File: src/sv/lfu_pkg.sv
package lfu_pkg;

    localparam int FRAMES    = 64;
    localparam int IDX_W     = $clog2(FRAMES);
    localparam int CNT_W     = $clog2(FRAMES + 1);
    localparam int OUT_IDX_W = 6;
    localparam int CFG_W     = 7;

    localparam logic [31:0] SAT32 = 32'hFFFF_FFFF;

    localparam logic [CFG_W-1:0] FRAMES_USED_RESET = CFG_W'(64);
    localparam logic             REG_FRAMES_USED   = 1'b0;

    typedef enum logic [1:0] {
        S_IDLE,
        S_SCAN,
        S_COMMIT
    } t_state;

    typedef struct packed {
        logic             hit;
        logic [IDX_W-1:0] hit_idx;
        logic             free;
        logic [IDX_W-1:0] free_idx;
        logic             best;
        logic [IDX_W-1:0] best_idx;
        logic [31:0]      best_uses;
        logic [31:0]      best_time;
    } t_scan;

    typedef struct packed {
        logic             shift;
        logic             wr_en;
        logic             wr_hit;
        logic [IDX_W-1:0] wr_idx;
        logic [31:0]      wr_page;
        logic [31:0]      wr_time;
    } t_ctl;

    function automatic logic [31:0] sat_inc(input logic [31:0] v);
        sat_inc = (v == SAT32) ? v : v + 32'd1;
    endfunction

endpackage

File: src/sv/lfu_cell.sv
module lfu_cell (
    input  logic                      i_clk,
    input  logic                      i_rst_n,
    input  logic [lfu_pkg::IDX_W-1:0] i_idx,
    input  logic [lfu_pkg::CNT_W-1:0] i_active,
    input  logic [31:0]               i_page,
    input  lfu_pkg::t_ctl             i_ctl,
    input  lfu_pkg::t_scan            i_scan,
    output lfu_pkg::t_scan            o_scan
);
    import lfu_pkg::*;

    logic        r_valid;
    logic [31:0] r_tag;
    logic [31:0] r_uses;
    logic [31:0] r_time;
    t_scan       r_scan;
    t_scan       n_scan;
    logic        act;
    logic        better;

    always_comb begin
        act    = CNT_W'(i_idx) < i_active;
        better = !i_scan.best || (r_uses < i_scan.best_uses) ||
                 ((r_uses == i_scan.best_uses) && (r_time < i_scan.best_time));
        n_scan = i_scan;
        if (act && r_valid && (r_tag == i_page) && !i_scan.hit) begin
            n_scan.hit     = 1'b1;
            n_scan.hit_idx = i_idx;
        end
        if (act && !r_valid && !i_scan.free) begin
            n_scan.free     = 1'b1;
            n_scan.free_idx = i_idx;
        end
        if (act && r_valid && better) begin
            n_scan.best      = 1'b1;
            n_scan.best_idx  = i_idx;
            n_scan.best_uses = r_uses;
            n_scan.best_time = r_time;
        end
    end

    always_ff @(posedge i_clk) begin
        if (i_ctl.shift) begin
            r_scan <= n_scan;
        end
    end

    always_ff @(posedge i_clk) begin
        if (!i_rst_n) begin
            r_valid <= 1'b0;
        end else if (i_ctl.wr_en && (i_ctl.wr_idx == i_idx) && !i_ctl.wr_hit) begin
            r_valid <= 1'b1;
        end
    end

    always_ff @(posedge i_clk) begin
        if (i_ctl.wr_en && (i_ctl.wr_idx == i_idx)) begin
            if (i_ctl.wr_hit) begin
                r_uses <= sat_inc(r_uses);
            end else begin
                r_tag  <= i_ctl.wr_page;
                r_uses <= 32'd1;
                r_time <= i_ctl.wr_time;
            end
        end
    end

    assign o_scan = r_scan;

endmodule

File: config.mk
export PLATFORM = sky130hd
export DESIGN_NAME = lfu_cell
export DESIGN_NICKNAME = d
export VERILOG_FILES = /design/src/sv/lfu_pkg.sv /design/src/sv/lfu_cell.sv
export SDC_FILE = /design/constraint.sdc
export NUM_CORES = 1
export LEC_CHECK = 0
export ABC_AREA = 1
export BUFFER_PORTS_ARGS = -buffer_cell sky130_fd_sc_hd__buf_2
export CAP_MARGIN = 20
export CORE_ASPECT_RATIO = 0.8
export CORE_UTILIZATION = 30
export DETAILED_ROUTE_END_ITERATION = 8
export GPL_ROUTABILITY_DRIVEN = 0
export PLACE_DENSITY = 0.57
export SYNTH_ARGS = -nofsm -noshare
export SYNTH_HDL_FRONTEND = slang
export SYNTH_SLANG_ARGS = --single-unit
File: constraint.sdc
create_clock -name i_clk -period 4.5 [get_ports i_clk]
set_input_delay 0.225 -clock i_clk [delete_from_list [all_inputs] [get_ports i_clk]]
set_output_delay 0.225 -clock i_clk [all_outputs]
set_load 0.02 [all_outputs]
---- Word level (Yosys, flattened, before mapping) ----
Cells that the tools add are included.
word-level totals
  flip-flop bits (word level) ............. 182
  input port bits ......................... 205
  output and inout port bits .............. 85
  word-level logic and storage cells ...... 44
cells by class
  $add $sub $neg .......................... 1
  order comparisons ....................... 3
  eq/ne operators ......................... 5
  mux-type cells .......................... 4
  bitwise logic cells ..................... 1
  reduce and logical (&&, ||, !) cells .... 18
operator list
  operator               number
  $mux 70                1
  $eq 32x32->1           2
  $lt 32x32->1           2
  $add 32x1->32 const B  1
  $eq 32x32->1 const B   1
  $mux 32                1
  $mux 6                 2
  $logic_and 1x1->1      9
  $lt 6x7->1             1
  $eq 6x6->1             1
  $logic_not 1->1        5
  $reduce_and 2->1       2
  $logic_or 1x1->1       2
  $ne 2x2->1 const B     1
  $not 1->1              1

---- Depth between registers and ports, before layout ----
  depth after elaboration ................. 5
  gate-level depth with buffers ........... 18
  depth with buffers taken out ............ 17

---- Worst setup path after synthesis ----
OpenSTA, ideal clock, no wires.
  path type ............................... input port to flip-flop
  start ................................... input i_idx[3] (netlist bit)
  end ..................................... register r_tag[0] (enable)
  setup time .............................. 0.418 ns
  arrival ................................. 2.012 ns
  data required time ...................... 4.082 ns
  slack ................................... 2.070 ns
  stages .................................. 8
  path buffers ............................ 0
  path through ............................ inv_1 nand2_1 o21ai_0 nor3_1 nand4_1 inv_1 nand2_1 inv_1
between the ends
  word-level cells in the longest chain between the ends .. 3
RTL lines
  element                            RTL line        source
  start, declared                    lfu_cell.sv:4   input logic [lfu_pkg::IDX_W-1:0] i_idx,
  $eq 6x6->1                         lfu_cell.sv:58  if (i_ctl.wr_en && (i_ctl.wr_idx == i_idx)) begin
  $logic_and 1x1->1                  lfu_cell.sv:58
  $reduce_and 2->1 (no source line)  --
  end signal, assigned               lfu_cell.sv:62  r_tag <= i_ctl.wr_page;
  end, declared                      lfu_cell.sv:14  logic [31:0] r_tag;
No other way between the ends.
A chain may end at the register's enable or synchronous reset.

==> results.json <==
{
  "status": "finished, final reports clean",
  "clock_latency_ns": 0.44,
  "crit_path_start_kind": "flip-flop",
  "grt_max_degree": 72,
  "yosysWarnings": 0,
  "drive_above_1_share_pct": 25.1,
  "synthMostInstantiatedCell": "nand2_1",
  "core_sq_um": 32600,
  "hold_viol": 0,
  "fin_tns_setup_ns": 0,
  "die_w_microns": 206,
  "tightest_slew_ns": 0.895,
  "syn-num-nets": 1321,
  "path_clk_slew_ns": 0.08,
  "start_util_pct": 30.6,
  "synth_top_area_share_pct": 54.4,
  "synth.top_cells.by_count": "295 x nand2_1, 181 x edfxtp_1, 137 x inv_1",
  "crit_type": "reg -> reg",
  "post_cts_resized": 0,
  "first_global_vias": 8250,
  "drcViolationCount": 0,
  "vias": 8405,
  "cts_hold_buf": 64,
  "h-tree-depth": 4,
  "drt_iter0_drc": 470,
  "p_total_uw": 3910,
  "fin_skew_ns": 0.0133,
  "synth_edf_count": 181,
  "drtAntennaViolNets": 0,
  "grt_pass1_wl_microns": 44500,
  "dpl.hpwl_microns": 21100,
  "cts_setup_buffers": 0,
  "yosysSeqAreaShare_pct": 54.6,
  "io_pins": 290,
  "rsz0062_at_grt": "no",
  "worstPathMaxFanout": 70,
  "grt.overflow.total": 0,
  "tritoncts": "built",
  "peakVddDrop_mv": 0.235,
  "yosysTopAreaCell": "edfxtp_1",
  "numCtsBuffers": 17,
  "synth_cells": 1047,
  "grt-busiest-layer": "met2",
  "use_met3_pct": 4.40,
  "drtPass1Iterations": 5,
  "synth_cell_type_count": 41,
  "power.density_nw_per_um2": 300,
  "use_met1_pct": 22.8,
  "fmaxAchievable_ghz": 0.331,
  "end_kind": "flip-flop",
  "final-setup-viol-count": 0,
  "ctsLongestPathBuffers": 2,
  "cp.required_ns": 4.80,
  "antenna_found_initial": 4,
  "wl_per_cell_microns": 15.7,
  "grtUsageMet2_pct": 28.0,
  "slew_viol_final": 0,
  "numClockSinks": 182,
  "max_slew_margin_pct": 40.3,
  "grt.total_usage_pct": 17.2,
  "syn_to_final_growth_pct": 30.8,
  "synth-async-reset-ratio_pct": 0,
  "period_share_pct": 67.2,
  "avgViaCountPerCell": 4.56,
  "maxCapViolCount": 0,
  "wirelength_microns": 29000,
  "final_nets": 1676,
  "min_period_ns": 3.02,
  "rows": 59,
  "dieArea_sq_um": 34000,
  "netlist_area_sq_um": 9990,
  "die_y_microns": 165,
  "synth_area_leaders": "edfxtp_1 54%, nand2_1 11%, ha_1 8.6%",
  "cts_root_buffer": "clkbuf_16",
  "syn_avg_cell_area_sq_um": 9.54,
  "hold_path_class": "in -> reg",
  "ys_ff_latch": 182,
  "worstPathArrival_ns": 3.32,
  "synth_flop_cell": "edfxtp_1",
  "port_buffers": 289,
  "power.leakage_uw": 0.00607
}
[path summary, 6_finish.rpt]
path / from / to / slack [ns] / cells past startpoint
hold / removal: i_rst_n / r_valid / 0.04 / 2
setup / recovery: r_uses[23] / o_scan[69] / 1.48 / 12
setup reg to reg: r_uses[23] / o_scan[69] / 1.48 / 12
hold reg to reg: r_valid / r_valid / 0.55 / 2
[critical path: stages, from the launching register on]
cell and delay, ns:
edfxtp_1 0.49, ha_1 0.34, nand2_1 0.07, nor2_1 0.15, nand4_1 0.16, nor2_1 0.23
nand3_1 0.11, nor2_1 0.09, nand2_1 0.07, nand2_2 0.09, buf_4 0.67, nand3_1 0.26
nand2_1 0.13
[registers in the layout (all words and copies together) (netlist names)]
register / count
r_valid: 1
o_scan: 85
r_uses: 32
r_tag: 32
r_time: 32
[metrics by stage]
step	hold slack (ns)	std cells	utilization (%)	area, sq um	setup slack (ns)
global route	0.0190	1843	40.0	13100	1.08
floorplan	0.324	1047	-	9990	2.07
detailed placement	0.403	1746	36.3	11900	1.37
finish	0.0374	1844	40.0	13100	1.48
CTS	0.0125	1842	40.0	13100	1.34
global placement	0.401	1746	36.3	11900	1.39
[area by class of cell]
class | count | area (sq um)
Multi-Input combinational cell | 700 | 3840
Fill cell | 3230 | 19600
Tap cell | 427 | 534
Timing Repair Buffer | 360 | 2140
Clock inverter | 14 | 133
Inverter | 141 | 529
Clock buffer | 18 | 429
Antenna cell | 2 | 5.00
Sequential cell | 182 | 5460
[kinds of logic after synthesis]
group | after synthesis | share of synthesized area, %
adder cells (fa/ha/maj) | 69 | 8.64
flip-flops | 182 | 54.6
AND/OR/NAND/NOR | 513 | 22.6
AO/OA/AOI/OAI | 96 | 5.27
XOR/XNOR | 22 | 1.93
buffers and inverters | 165 | 6.96
[layer usage]
layer	wire, microns	part of all wire [%]
met1	13300	46
met2	13500	46
met3	1870	6.4
met4	354	1.2
met5	22	0.076
[where the power goes]
part	switching, uW	leakage [uW]	internal, uW
Sequential	17.7	0.00171	1930
Clock	749	0.000279	738
Combinational	279	0.00408	206
Total	1050	0.00607	2870
[placed cells by master, fill, tap and decap left out, drive strengths merged, types with 2 or more instances in the layout]
cell type	count
nand2	300
nand4	21
dlygate4sd3	64
a21boi	2
nor2	61
edfxtp	181
inv	149
xor2	11
o22ai	4
clkbuf	18
nor4	4
a21oi	53
o21ai	26
diode	2
a21o	2
o21a	7
nand3	91
nor3	23
clkinv	6
ha	69
or2	10
buf	296
xnor2	11
(Power assumes the default switching activity.)
